[src/rtl/csv_tok_pkg.sv]
// shared types and constants of the csv record tokenizer
package csv_tok_pkg;

   // line structure bytes and register reset values
   localparam logic [7:0] CHAR_CR         = 8'd13;
   localparam logic [7:0] CHAR_LF         = 8'd10;
   localparam logic [7:0] DELIMITER_RESET = 8'd44;
   localparam logic [7:0] QUOTE_RESET     = 8'd34;

   // configuration register indexes
   localparam logic [0:0] REG_DELIMITER  = 1'b0;
   localparam logic [0:0] REG_QUOTE_CHAR = 1'b1;

   // output queue geometry
   localparam int unsigned FIFO_DEPTH = 8;
   localparam int unsigned FIFO_PTR_W = 3;
   localparam int unsigned FIFO_CNT_W = 4;
   // at most this many entries queued when a new transaction is taken
   localparam logic [FIFO_CNT_W-1:0] FIFO_ROOM_LIMIT = 4'd4;

   typedef enum logic [2:0] {
      KIND_DATA   = 3'd0,
      KIND_FIELD  = 3'd1,
      KIND_RECORD = 3'd2,
      KIND_DONE   = 3'd3,
      KIND_ERROR  = 3'd4
   } kind_type;

   typedef struct packed {
      kind_type    kind;
      logic [7:0]  data_byte;
      logic [7:0]  field_index;
      logic [15:0] line_count;
      logic        last_of_run;
   } result_type;

   typedef struct packed {
      logic        quoted_mode;
      logic        quote_pending;
      logic        cr_pending;
      logic        line_open;
      logic [7:0]  field_counter;
      logic [15:0] lines_seen;
   } parse_state_type;

   typedef struct packed {
      logic [FIFO_CNT_W-1:0] count;
      logic                  empty;
   } fifo_status_type;

endpackage

[src/rtl/csv_tok_core.sv]
// per-byte parse step: next tokenizer state and up to two results
module csv_tok_core (
   input  csv_tok_pkg::parse_state_type cur_state,
   input  logic [7:0]                   char_code,
   input  logic                         end_of_input,
   input  logic [7:0]                   delimiter,
   input  logic [7:0]                   quote_char,
   output csv_tok_pkg::parse_state_type nxt_state,
   output csv_tok_pkg::result_type      result0,
   output csv_tok_pkg::result_type      result1,
   output logic [1:0]                   result_count
);

   function automatic logic [7:0] sat_inc8(input logic [7:0] v);
      sat_inc8 = (v == 8'hFF) ? v : v + 8'd1;
   endfunction

   function automatic logic [15:0] sat_inc16(input logic [15:0] v);
      sat_inc16 = (v == 16'hFFFF) ? v : v + 16'd1;
   endfunction

   csv_tok_pkg::result_type ea;
   csv_tok_pkg::result_type eb;
   logic                    ea_v;
   logic                    eb_v;
   logic                    qm_open;
   logic [15:0]             lines_inc;

   always_comb begin
      nxt_state = cur_state;
      ea        = '0;
      eb        = '0;
      ea_v      = 1'b0;
      eb_v      = 1'b0;
      qm_open   = cur_state.quoted_mode & ~cur_state.quote_pending;
      lines_inc = sat_inc16(cur_state.lines_seen);

      if (end_of_input) begin
         // flush: close the open line and finish, or report an unclosed quote
         if (qm_open) begin
            eb_v           = 1'b1;
            eb.kind        = csv_tok_pkg::KIND_ERROR;
            eb.field_index = cur_state.field_counter;
            eb.line_count  = lines_inc;
         end else begin
            if (cur_state.line_open) begin
               ea_v           = 1'b1;
               ea.kind        = csv_tok_pkg::KIND_RECORD;
               ea.field_index = cur_state.field_counter;
               ea.line_count  = lines_inc;
            end
            eb_v          = 1'b1;
            eb.kind       = csv_tok_pkg::KIND_DONE;
            eb.line_count = cur_state.line_open ? lines_inc : cur_state.lines_seen;
         end
         nxt_state = '0;
      end else if (char_code == csv_tok_pkg::CHAR_LF) begin
         // newline: data inside quotes, record end of an open line otherwise
         nxt_state.cr_pending    = 1'b0;
         nxt_state.quote_pending = 1'b0;
         nxt_state.quoted_mode   = qm_open;
         if (qm_open) begin
            nxt_state.lines_seen = lines_inc;
            nxt_state.line_open  = 1'b1;
            eb_v                 = 1'b1;
            eb.kind              = csv_tok_pkg::KIND_DATA;
            eb.data_byte         = csv_tok_pkg::CHAR_LF;
            eb.field_index       = cur_state.field_counter;
            eb.line_count        = lines_inc;
         end else if (cur_state.line_open) begin
            nxt_state.lines_seen    = lines_inc;
            nxt_state.field_counter = 8'd0;
            nxt_state.line_open     = 1'b0;
            eb_v                    = 1'b1;
            eb.kind                 = csv_tok_pkg::KIND_RECORD;
            eb.field_index          = cur_state.field_counter;
            eb.line_count           = lines_inc;
         end
      end else begin
         // a held carriage return not followed by newline is plain data
         if (cur_state.cr_pending) begin
            nxt_state.cr_pending = 1'b0;
            nxt_state.line_open  = 1'b1;
            ea_v                 = 1'b1;
            ea.kind              = csv_tok_pkg::KIND_DATA;
            ea.data_byte         = csv_tok_pkg::CHAR_CR;
            ea.field_index       = cur_state.field_counter;
            ea.line_count        = cur_state.lines_seen;
         end
         eb.field_index = cur_state.field_counter;
         eb.line_count  = cur_state.lines_seen;
         if (char_code == csv_tok_pkg::CHAR_CR) begin
            nxt_state.quote_pending = 1'b0;
            nxt_state.quoted_mode   = qm_open;
            nxt_state.cr_pending    = 1'b1;
         end else if (cur_state.quote_pending && char_code == quote_char) begin
            // doubled quote inside quotes
            nxt_state.quote_pending = 1'b0;
            eb_v                    = 1'b1;
            eb.kind                 = csv_tok_pkg::KIND_DATA;
            eb.data_byte            = char_code;
         end else begin
            nxt_state.quote_pending = 1'b0;
            nxt_state.quoted_mode   = qm_open;
            nxt_state.line_open     = 1'b1;
            if (qm_open) begin
               if (char_code == quote_char) begin
                  nxt_state.quote_pending = 1'b1;
               end else begin
                  eb_v         = 1'b1;
                  eb.kind      = csv_tok_pkg::KIND_DATA;
                  eb.data_byte = char_code;
               end
            end else if (char_code == quote_char) begin
               nxt_state.quoted_mode = 1'b1;
            end else if (char_code == delimiter) begin
               eb_v                    = 1'b1;
               eb.kind                 = csv_tok_pkg::KIND_FIELD;
               nxt_state.field_counter = sat_inc8(cur_state.field_counter);
            end else begin
               eb_v         = 1'b1;
               eb.kind      = csv_tok_pkg::KIND_DATA;
               eb.data_byte = char_code;
            end
         end
      end
   end

   // pack the emitted results in order and mark the last one
   always_comb begin
      result0      = ea_v ? ea : eb;
      result1      = eb;
      result_count = {1'b0, ea_v} + {1'b0, eb_v};
      result0.last_of_run = (result_count == 2'd1);
      result1.last_of_run = 1'b1;
   end

endmodule

[src/rtl/csv_tok_fifo.sv]
// result queue: takes up to two results a cycle, gives one
module csv_tok_fifo (
   input  logic                         clock,
   input  logic                         reset,
   input  logic [1:0]                   push_count,
   input  csv_tok_pkg::result_type      push0,
   input  csv_tok_pkg::result_type      push1,
   input  logic                         pop,
   output csv_tok_pkg::result_type      head,
   output csv_tok_pkg::fifo_status_type status
);

   csv_tok_pkg::result_type mem [csv_tok_pkg::FIFO_DEPTH];

   logic [csv_tok_pkg::FIFO_PTR_W-1:0] wr_ptr_ff;
   logic [csv_tok_pkg::FIFO_PTR_W-1:0] wr_ptr_in;
   logic [csv_tok_pkg::FIFO_PTR_W-1:0] wr_ptr_nx;
   logic [csv_tok_pkg::FIFO_PTR_W-1:0] rd_ptr_ff;
   logic [csv_tok_pkg::FIFO_PTR_W-1:0] rd_ptr_in;
   logic [csv_tok_pkg::FIFO_CNT_W-1:0] count_ff;
   logic [csv_tok_pkg::FIFO_CNT_W-1:0] count_in;

   // pointer and fill count update
   always_comb begin
      wr_ptr_nx = wr_ptr_ff + {{(csv_tok_pkg::FIFO_PTR_W-1){1'b0}}, 1'b1};
      wr_ptr_in = wr_ptr_ff + {{(csv_tok_pkg::FIFO_PTR_W-2){1'b0}}, push_count};
      rd_ptr_in = rd_ptr_ff + {{(csv_tok_pkg::FIFO_PTR_W-1){1'b0}}, pop};
      count_in  = count_ff + {{(csv_tok_pkg::FIFO_CNT_W-2){1'b0}}, push_count}
                           - {{(csv_tok_pkg::FIFO_CNT_W-1){1'b0}}, pop};
   end

   always_ff @(posedge clock) begin
      if (reset) begin
         wr_ptr_ff <= '0;
         rd_ptr_ff <= '0;
         count_ff  <= '0;
      end else begin
         wr_ptr_ff <= wr_ptr_in;
         rd_ptr_ff <= rd_ptr_in;
         count_ff  <= count_in;
      end
   end

   // storage writes, no reset on payload
   always_ff @(posedge clock) begin
      if (push_count != 2'd0) begin
         mem[wr_ptr_ff] <= push0;
      end
      if (push_count == 2'd2) begin
         mem[wr_ptr_nx] <= push1;
      end
   end

   assign head         = mem[rd_ptr_ff];
   assign status.count = count_ff;
   assign status.empty = (count_ff == '0);

endmodule

[src/rtl/csv_record_tokenizer.sv]
// top level of the streaming csv record tokenizer
//
// Input stream (req_): one text byte per transaction in req_tdata; req_tuser
// set means end of input (no byte), which closes an open record and ends
// the text with a finished result, or gives only an unclosed-quote result.
// Output stream (rsp_): one token per transaction; rsp_tuser carries the
// kind, rsp_tdata the byte, field index and line count, and rsp_tlast marks
// the last token caused by one input transaction.
// A taken byte passes the input register, then the parse step writes its
// tokens into the result queue, from whose head they are offered.
// Throughput: one input byte per cycle while the output side keeps up; the
// output port gives one token per cycle, so a byte that yields two tokens
// needs an output transfer for each. An eight-entry result queue decouples
// the sides: req_tready drops once more than four tokens are waiting.
// Reset: queue empty, parser state cleared, delimiter ',' and quote '"'.
// A stalled receiver only fills the queue; tokens are never lost.
// The csr_ port writes delimiter (index 0) and quote character (index 1);
// write them only while the block is idle.
module csv_record_tokenizer (
   input  logic        clock,
   input  logic        reset,
   // configuration writes
   input  logic        csr_we,
   input  logic [0:0]  csr_addr,
   input  logic [7:0]  csr_wdata,
   // byte input
   input  logic        req_tvalid,
   output logic        req_tready,
   input  logic [7:0]  req_tdata,   // [7:0] char_code
   input  logic [0:0]  req_tuser,   // [0] end_of_input
   // token output
   output logic        rsp_tvalid,
   input  logic        rsp_tready,
   output logic [31:0] rsp_tdata,   // [7:0] data_byte, [15:8] field_index,
                                    // [31:16] line_count
   output logic [2:0]  rsp_tuser,   // [2:0] kind
   output logic        rsp_tlast    // last_of_run
);

   logic                          req_accept;
   logic                          s1_valid_ff;
   logic                          s1_valid_in;
   logic [7:0]                    s1_char_ff;
   logic                          s1_eoi_ff;
   logic [7:0]                    delimiter_ff;
   logic [7:0]                    quote_char_ff;
   csv_tok_pkg::parse_state_type  state_ff;
   csv_tok_pkg::parse_state_type  state_in;
   csv_tok_pkg::parse_state_type  core_state;
   csv_tok_pkg::result_type       core_res0;
   csv_tok_pkg::result_type       core_res1;
   logic [1:0]                    core_count;
   logic [1:0]                    push_count;
   csv_tok_pkg::result_type       head;
   csv_tok_pkg::fifo_status_type  fifo_status;

   // input handshake: take a byte while the queue has room for two in flight
   assign req_tready  = (fifo_status.count <= csv_tok_pkg::FIFO_ROOM_LIMIT);
   assign req_accept  = req_tvalid & req_tready;
   assign s1_valid_in = req_accept;

   // configuration registers
   always_ff @(posedge clock) begin
      if (reset) begin
         delimiter_ff  <= csv_tok_pkg::DELIMITER_RESET;
         quote_char_ff <= csv_tok_pkg::QUOTE_RESET;
      end else if (csr_we) begin
         unique case (csr_addr)
            csv_tok_pkg::REG_DELIMITER:  delimiter_ff  <= csr_wdata;
            csv_tok_pkg::REG_QUOTE_CHAR: quote_char_ff <= csr_wdata;
            default: ;
         endcase
      end
   end

   // input register
   always_ff @(posedge clock) begin
      if (reset) begin
         s1_valid_ff <= 1'b0;
      end else begin
         s1_valid_ff <= s1_valid_in;
      end
   end

   always_ff @(posedge clock) begin
      if (req_accept) begin
         s1_char_ff <= req_tdata;
         s1_eoi_ff  <= req_tuser[0];
      end
   end

   // parse step
   csv_tok_core u_core (
      .cur_state    (state_ff),
      .char_code    (s1_char_ff),
      .end_of_input (s1_eoi_ff),
      .delimiter    (delimiter_ff),
      .quote_char   (quote_char_ff),
      .nxt_state    (core_state),
      .result0      (core_res0),
      .result1      (core_res1),
      .result_count (core_count)
   );

   assign state_in   = s1_valid_ff ? core_state : state_ff;
   assign push_count = s1_valid_ff ? core_count : 2'd0;

   // tokenizer state
   always_ff @(posedge clock) begin
      if (reset) begin
         state_ff <= '0;
      end else begin
         state_ff <= state_in;
      end
   end

   // result queue
   csv_tok_fifo u_fifo (
      .clock      (clock),
      .reset      (reset),
      .push_count (push_count),
      .push0      (core_res0),
      .push1      (core_res1),
      .pop        (rsp_tvalid & rsp_tready),
      .head       (head),
      .status     (fifo_status)
   );

   // output channel
   assign rsp_tvalid = ~fifo_status.empty;
   assign rsp_tdata  = {head.line_count, head.field_index, head.data_byte};
   assign rsp_tuser  = head.kind;
   assign rsp_tlast  = head.last_of_run;

   // queue never overfills
   a_fifo_bound: assert property (@(posedge clock) disable iff (reset)
      fifo_status.count <= csv_tok_pkg::FIFO_CNT_W'(csv_tok_pkg::FIFO_DEPTH))
      else $error("result queue overflow");

   // end of input always produces at least one token
   a_eoi_emits: assert property (@(posedge clock) disable iff (reset)
      (s1_valid_ff && s1_eoi_ff) |-> (push_count != 2'd0))
      else $error("end of input without a token");

   // end of input returns the parser to its reset state
   a_eoi_clears: assert property (@(posedge clock) disable iff (reset)
      (s1_valid_ff && s1_eoi_ff) |=>
         (state_ff.lines_seen == 16'd0 && !state_ff.quoted_mode && !state_ff.line_open))
      else $error("parser state not cleared after end of input");

endmodule
[config.mk]
export PLATFORM = sky130hd
export DESIGN_NAME = csv_record_tokenizer
export DESIGN_NICKNAME = d
export VERILOG_FILES = /design/src/rtl/csv_tok_pkg.sv /design/src/rtl/csv_tok_core.sv /design/src/rtl/csv_tok_fifo.sv /design/src/rtl/csv_record_tokenizer.sv
export SDC_FILE = /design/constraint.sdc
export NUM_CORES = 1
export LEC_CHECK = 0
export ABC_AREA = 1
export BUFFER_PORTS_ARGS = -buffer_cell sky130_fd_sc_hd__clkbuf_2
export CAP_MARGIN = 20
export CORE_ASPECT_RATIO = 2
export CORE_MARGIN = 2
export CORE_UTILIZATION = 65
export CTS_BUF_LIST = sky130_fd_sc_hd__clkbuf_8
export CTS_CLUSTER_DIAMETER = 60
export DETAILED_ROUTE_END_ITERATION = 12
export PLACE_DENSITY_LB_ADDON = 0.3
export SYNTH_ARGS = -nofsm -noshare
export SYNTH_HDL_FRONTEND = slang
export SYNTH_SLANG_ARGS = --single-unit
[constraint.sdc]
create_clock -name clock -period 10.3 [get_ports clock]
set_input_delay 0.515 -clock clock [delete_from_list [all_inputs] [get_ports clock]]
set_output_delay 0.515 -clock clock [all_outputs]
set_load 0.01 [all_outputs]
; ---- Word-level counts from Yosys, hierarchy flattened
; Memories as Yosys holds them, arrays and structs flattened. A register that Yosys moved wholly into a read port is not among the register bits.
; Cells that the tools add are included.
[word_totals]
ff_bits = 64
mem_bits_rw = 288
in_bits = 23
out_inout_bits = 38
elab_cells = 122
mem_count = 1
[mem_list]
columns = name, words, word_bits, read_ports, rd_ports_with_merged_regs, wr, line_no
row1 = u_fifo.mem, 8, 36, 1, 1, 2, csv_tok_fifo.sv:13  ; csv_tok_pkg::result_type mem [csv_tok_pkg::FIFO_DEPTH];
[classes]
addsub = 8
n_lt_le_gt_ge = 1
eq_ne = 15
mux = 66
bitwise = 6
reduce_logical = 11
[ops]
columns = op, n
row1 = 24-bit 2-to-1 mux, 6
row2 = 16-bit 2-to-1 mux, 5
row3 = 8-bit 2-to-1 mux, 10
row4 = 35-bit 2-to-1 mux, 2
row5 = 28-bit 2-to-1 mux, 2
row6 = 36-bit 2-to-1 mux, 1
row7 = 11-bit 2-to-1 mux, 3
row8 = 9-bit 2-to-1 mux, 3
row9 = 1-bit 2-to-1 mux, 24
row10 = "16-bit by 1-bit adder with 16-bit output, second input constant", 1
row11 = "16-bit == test, second input constant", 1
row12 = "8-bit by 4-bit == test with 1-bit output, second input constant", 2
row13 = 8-bit == test, 2
row14 = 3-bit 2-to-1 mux, 5
row15 = 12-bit 2-to-1 mux, 1
row16 = "3-bit by 2-bit inequality test with 1-bit output, second input constant", 4
row17 = "8-bit by 1-bit adder with 8-bit output, second input constant", 1
row18 = "8-bit == test, second input constant", 1
row19 = 8-bit AND reduction, 1
row20 = 2-bit 2-to-1 mux, 3
row21 = 2-bit AND reduction, 3
row22 = 3-bit nonzero test, 2
row23 = 4-bit by 2-bit adder with 4-bit output, 1
row24 = "4-bit by 3-bit less-or-equal comparator with 1-bit output, second input constant", 1
row25 = 17 further kinds, 22

; ---- Logic depth before layout (Yosys ltp)
; Gate-level depths: netlist of run 1.
[logic_depth]
word_depth = 11
ltp_mapped = 22
ltp_nobuf = 21

; ---- Modules after synthesis
; A second synthesis of run 1 with hierarchy kept.
[unflattened]
cells_unflattened = 3072
hier_area_um2 = 22290.1
[modules_own_cells]
columns = mod, instances, cells_each, area_each_um2, seq_area_each_um2
row1 = csv_tok_fifo, 1, 2398, 18191.2, 8848.5
row2 = csv_tok_core, 1, 459, 2242.2, 0.0
row3 = csv_record_tokenizer, 1, 215, 1856.8, 1171.1

; ---- Worst setup path before layout of run 1
; Ideal clock, no wire load.
[synth_timing]
path_type = reg2reg
from = register s1_char_ff[5]
to = memory u_fifo.mem[4][29] (netlist bit), data pin
setup_time_ps = 145
t_arrival_ps = 3638
t_required_ps = 10155
setup_slack_ps = 6517
path_stages_with_launch = 19
period_less_slack_ps = 3783
path_cell_list = edfxtp_1 > inv_1 > nand2_1 > nor2_1 > nand2_2 > nand2_2 > nor2_4 > a21oi_4 > buf_6 > inv_1 > ha_1 > nand2_1 > inv_2 > nor2_4 > nor4_2 > nor2_1 > inv_1 > o21ai_2 > nor2_1
[synth_lines]
columns = element, line_no
row1 = "start, declared", csv_record_tokenizer.sv:43  ; logic [7:0] s1_char_ff;
row2 = "start signal, assigned", csv_record_tokenizer.sv:87  ; s1_char_ff <= req_tdata;
row3 = "end, declared", csv_tok_fifo.sv:13

==> results of run 1 <==
-- layer usage --
layer,vias to the layer above,GRT usage (%),wire length [µm]
met1,7030,46.0,17900
met4,0,26.3,4210
met5,-,0,0
met2,1044,59.5,25100
met3,221,5.37,5260
li1,6754,-,-
-- critical path: stages, from the launching register on --
cell	delay, ns
edfxtp_1	0.44
inv_1	0.14
nand2_1	0.06
nor2_1	0.22
nand2_2	0.12
nand2_2	0.16
nor2_4	0.13
a21oi_4	0.73
inv_1	0.12
ha_1	0.37
nand2_1	0.10
inv_2	0.07
nor2_4	0.25
inv_2	0.10
nand3_2	0.16
inv_1	0.35
nor2_4	0.35
clkinv_1	0.61
buf_4	0.50
o21ai_2	0.18
nor2_1	0.10
-- through the flow --
step	cell area [µm²]	power, µW	setup slack (ns)
2_1_floorplan	17600	2340	6.52
3_3_place_gp	18000	2700	5.16
3_5_place_dp	18000	2720	4.90
4_1_cts	19100	3840	4.88
5_1_grt	19100	4010	4.57
6_report	19100	3870	4.73
-- state kept, by name, indices dropped and copies added, names as in the netlist --
signal	count
u_fifo.mem	288
state_ff	28
delimiter_ff	8
quote_char_ff	8
s1_char_ff	8
u_fifo.count_ff	4
u_fifo.rd_ptr_ff	3
u_fifo.wr_ptr_ff	3
s1_eoi_ff	1
s1_valid_ff	1
-- cells by family (layout without fill, tap and decap cells) --
kind of cell | after synthesis | count (layout) | share of synthesized area (%)
AO/OA/AOI/OAI | 516 | 516 | 16.7
XOR/XNOR | 16 | 16 | 0.798
adder cells (fa/ha/maj) | 16 | 16 | 1.23
buffers and inverters | 234 | 314 | 5.49
flip-flops | 352 | 352 | 56.6
AND/OR/NAND/NOR | 813 | 813 | 19.2
-- area by class of cell --
cell class / count / area share (%)
Tap cell: 348 / 2.28
Timing Repair Buffer: 85 / 2.56
Inverter: 139 / 2.74
Clock inverter: 37 / 1.50
Sequential cell: 352 / 52.2
Clock buffer: 53 / 3.83
Multi-Input combinational cell: 1361 / 34.9
-- worst min-delay path by stage --
stage | start | cells after the start | end
4_1_cts | req_tdata[6] | 1 | s1_char_ff[6]
5_1_grt | req_tdata[6] | 1 | s1_char_ff[6]
2_1_floorplan | u_fifo.mem[1][0] | 2 | u_fifo.mem[1][0]
3_3_place_gp | u_fifo.mem[5][0] | 2 | u_fifo.mem[5][0]
6_report | req_tdata[6] | 1 | s1_char_ff[6]
3_5_place_dp | u_fifo.mem[5][0] | 2 | u_fifo.mem[5][0]
-- cell usage in the layout (no fill, tap or decap), types with 14 or more instances in the layout --
cell type,Yosys,final
nor2_1,412,412
nand2_1,308,308
edfxtp_1,289,289
o21ai_0,214,214
a21oi_1,140,140
inv_1,111,127
dfxtp_1,63,61
clkbuf_2,0,60
clkbuf_8,0,53
o21a_1,40,40
nand3_1,36,36
a31oi_1,36,36
o22ai_1,35,35
inv_2,24,25
buf_4,7,25
o21ai_2,18,18
a22oi_1,14,14
ha_1,14,14
-- power groups by stage --
stage / Combinational (µW) / Sequential [µW] / Clock, µW
after CTS: 1060 / 1640 / 1140
after floorplan: 690 / 1650 / 0
after detailed placement: 1060 / 1670 / 0
after global routing: 1170 / 1650 / 1200
final: 1090 / 1640 / 1150
after global placement: 1040 / 1670 / 0
==> flow_summary.ini, run 1 <==
[global_routing]
grt_overflow_total = 0
grt_first_pass_wirelength_um = 80200
antenna_found_initial = 0
grt_max_degree = 95
first_global_vias = 14500
grt_use_total_pct = 37.2

[critical_path]
endpoint_kind = register
critPathLaunch = s1_char_ff[6]
rr_endpoint = u_fifo.mem[0][31]
arrival_ns = 5.90
critPathRequiredTime_ns = 10.62
endpoint = u_fifo.mem[0][31]
r2r_start = s1_char_ff[6]
cp_max_fo = 22
worstSetupStartpointType = register
reg2reg_setup_slack_ns = 4.73
worstSetupPathType = reg -> reg
reg2regPathDepth = 20

[floorplanning]
die_x_um = 120
ioPinCount = 61
dieHeight_um = 236
die_area_mm2 = 0.0284
coreArea_mm2 = 0.0267
rows = 85
start_util_pct = 65.8

[min_path]
hold_path_class = in -> reg

[timing]
whs_ns = 0.0813
setup_viol = 0
slew_headroom_pct = 23.0
fin_crit_sh_pct = 54.1
tns_ns = 0
worstMarginPinSlew_ns = 1.15
rsz0062_at_grt = no
hold_viol = 0
max_freq_mhz = 179
finClkSkew_ns = 0.0325
finalCriticalPeriod_ns = 5.57
slew_violations = 0

[yosys]
avgSynthCellArea_um2 = 9.02
synth_edf_count = 289
synth.cell_area_mm2 = 0.0176
async_flop_share_pct = 0
yosysUniqueCellTypes = 47
ys_seq_area_share_pct = 56.6
synth.area.top_cells = edfxtp_1 49%, nor2_1 8.8%, dfxtp_1 7.2%, nand2_1 6.6%, o21ai_0 6.1%
synth_top_area_cell = edfxtp_1
syn-instance-count = 1947
yosysWarningCount = 0
synth-main-ff-cell = edfxtp_1
syn_nets = 1986
yosys_register_bits = 352
synthTopCellsByCount = 412 x nor2_1, 308 x nand2_1, 289 x edfxtp_1
yosysMostFrequentCell = nor2_1
yosys.area.top_type_share_pct = 49.4

[clocking]
cts_tree = yes
clk_pin_slew_worst_paths_ns = 0.07
clockRootBuffer = clkbuf_8
post_cts_resized = 0
clock-sinks = 352
h-tree-depth = 2
post_cts_buffers = 0
insertion_delay_ns = 0.62
clock_path_buffers = 3
numCtsBuffers = 50
ctsHoldBuffers = 0

[layout]
multi_input_area_mm2 = 0.00665
nNetsFinal = 2028
synthToLayoutAreaGrowth_pct = 8.55
ff_latch_area_mm2 = 0.00994
n_antenna_cell = 0
finalNonFillerCells = 2375
utilization_pct = 71.4
fillers = 1970
layout-drive-gt1-share_pct = 11.6

[detailed_routing]
via_count = 15000
viasPerCell = 6.34
first_pass_iters = 6
routedWlPerCell_um = 22.1
drt_iter0_drc = 2286
finalWirelength_um = 52400
antenna_left = 0
drc = 0

[power]
switching_share_pct = 35.3
power_frac_comb_pct = 28.1
seqPwrFrac_pct = 42.3
p_switching_uw = 1370
vdd_ir_drop_max_mv = 0.142
p_per_area_mw_per_mm2 = 203
clockPowerShare_pct = 29.6
power.internal_uw = 2510
leakage_uw = 0.00684

[placement]
io_buffers = 60
place_hpwl_um = 34000
dp.cells = 2285
gp_congestion = 0.973

[status]
status = completed

[flow_run]
drv_cap = 0
No activity file was read; power rests on OpenSTA's default activity.
==> inputs of run 2 (changes only) <==
==> constraint.sdc (replaced) <==
create_clock -name clock -period 5.2 [get_ports clock]
set_input_delay 0.26 -clock clock [delete_from_list [all_inputs] [get_ports clock]]
set_output_delay 0.26 -clock clock [all_outputs]
set_load 0.01 [all_outputs]
==> flow_summary.ini, run 2 (synthesis results as in run 1) <==
[status]
status = completed

[power]
power_frac_comb_pct = 28.6
p_switching_uw = 2630
seqPwrFrac_pct = 43.8
vdd_ir_drop_max_mv = 0.255
switching_share_pct = 35.5
clockPowerShare_pct = 27.5
p_per_area_mw_per_mm2 = 386
power.internal_uw = 4790
leakage_uw = 0.00704

[timing]
slew_headroom_pct = 32.0
worstMarginPinSlew_ns = 1.02
rsz0062_at_grt = no
timing.final.ws_setup_ns = 0.974
finalCriticalPeriod_ns = 4.23
slew_violations = 0
hold_viol = 0
max_freq_mhz = 237
tns_ns = 0
fin_crit_sh_pct = 81.3
setup_viol = 0
finClkSkew_ns = 0.0299

[critical_path]
worstSetupStartpointType = register
cp_max_fo = 38
worstSetupPathType = reg -> reg
arrival_ns = 4.68
endpoint_kind = register
critPathRequiredTime_ns = 5.65

[global_routing]
grt_use_total_pct = 35.8
grt_first_pass_wirelength_um = 77300
grt_max_degree = 79
grt_overflow_total = 0
antenna_found_initial = 1
first_global_vias = 14000

[layout]
final_common_cell = nor2_1
fillers = 1993
synthToLayoutAreaGrowth_pct = 9.44
largest_reg_flops = 288
final_cell_mix = 412 x nor2_1, 308 x nand2_1, 289 x edfxtp_1
fin_area_mm2 = 0.0192
layout-drive-gt1-share_pct = 11.5
largest-register = u_fifo.mem
nNetsFinal = 2053
top_regs = u_fifo.mem x288, state_ff x28

[placement]
place_hpwl_um = 33300
gp_congestion = 0.908
post_dp_cell_area_mm2 = 0.0181
dp_slack_ns = 1.04
io_buffers = 60

[detailed_routing]
finalWirelength_um = 50000
routedWlPerCell_um = 20.8
viasPerCell = 6.12
drc = 0
drt_iter0_drc = 2016
first_pass_iters = 5
antenna_left = 0
via_count = 14700

[clocking]
clock_path_buffers = 3
clockRootBuffer = clkbuf_8
insertion_delay_ns = 0.61
numCtsBuffers = 49
cts_tree = yes
clock-sinks = 352
post_cts_resized = 0
clk_pin_slew_worst_paths_ns = 0.07
h-tree-depth = 2

[floorplanning]
die_x_um = 120
rows = 85
ioPinCount = 61
dieHeight_um = 236
start_util_pct = 65.8
coreArea_mm2 = 0.0267
die_area_mm2 = 0.0284

[min_path]
hold_path_class = in -> reg

[flow_run]
drv_cap = 0
==> run 2: cell types whose count changed in the layout (fill, tap and decap cells not counted), sizes merged <==
cell,before,now
buf,25,33
clkbuf,113,114
bufinv,5,1
inv,153,156
clkinv,17,18
dlygate4sd3,0,18
diode,0,1
==> run 2: final timing paths <==
check / from / to / slack, ns / depth (start not counted)
worst min register to register: u_fifo.mem[5][0] / u_fifo.mem[5][0] / 0.47 / 2
worst max-delay path: s1_char_ff[1] / u_fifo.mem[1][33] / 0.97 / 20
worst min-delay path: csr_addr / delimiter_ff[3] / 0.07 / 3
worst max register to register: s1_char_ff[1] / u_fifo.mem[1][33] / 0.97 / 20
==> run 2: through the flow <==
step / cells / total power [µW] / utilization, % / hold WS [ns]
2_1_floorplan: 1947 / 4630 / - / 0.359
3_3_place_gp: 2293 / 5360 / 67.9 / 0.447
3_5_place_dp: 2293 / 5390 / 67.9 / 0.445
4_1_cts: 2402 / 7400 / 72.0 / 0.0407
5_1_grt: 2403 / 7710 / 72.0 / 0.112
6_report: 2403 / 7420 / 72.0 / 0.0749
==> run 2: worst max-delay path: stages (launching register included) <==
cell and delay [ns]:
edfxtp_1 0.48, inv_1 0.11, nand2_1 0.06, nand2_1 0.06
nand2_1 0.05, nor2_1 0.14, nand2_1 0.13, inv_1 0.07
nand2_1 0.19, nand2_1 0.13, nand3_1 0.08, ha_1 0.32
nor2_1 0.27, inv_1 0.10, nor2_1 0.09, inv_1 0.09
nor2_2 0.49, nor2_4 0.13, inv_2 0.66, o21ai_2 0.22
nor2_1 0.20
==> run 2: layout make-up <==
| type | instances | area, µm² | area share (%) |
|---|---|---|---|
| Antenna cell | 1 | 2.50 | 0.0130 |
| Inverter | 139 | 523 | 2.72 |
| Timing Repair Buffer | 111 | 741 | 3.86 |
| Multi-Input combinational cell | 1361 | 6650 | 34.6 |
| Clock inverter | 37 | 173 | 0.899 |
| Sequential cell | 352 | 9940 | 51.8 |
| Tap cell | 348 | 435 | 2.27 |
| Clock buffer | 54 | 743 | 3.87 |
==> run 2: layer usage <==
layer	track usage (%)	up-vias	wire, µm
met5	0	-	0
met4	24.3	0	3710
met3	4.88	174	4220
met2	58.3	872	24300
met1	43.9	6849	17800
li1	-	6806	-
==> run 2: power groups by stage <==
stage	logic, µW	registers (µW)	clock network (µW)
floorplan	1350	3270	0
global placement	2050	3310	0
detailed placement	2080	3310	0
CTS	2100	3250	2050
global route	2300	3260	2150
finish	2120	3250	2040
==> run 2: repair_timing <==
action / CTS / global route
hold buffers: 18 / 0
setup buffers: 0 / 0
hold endpoints to repair: 26 / 0
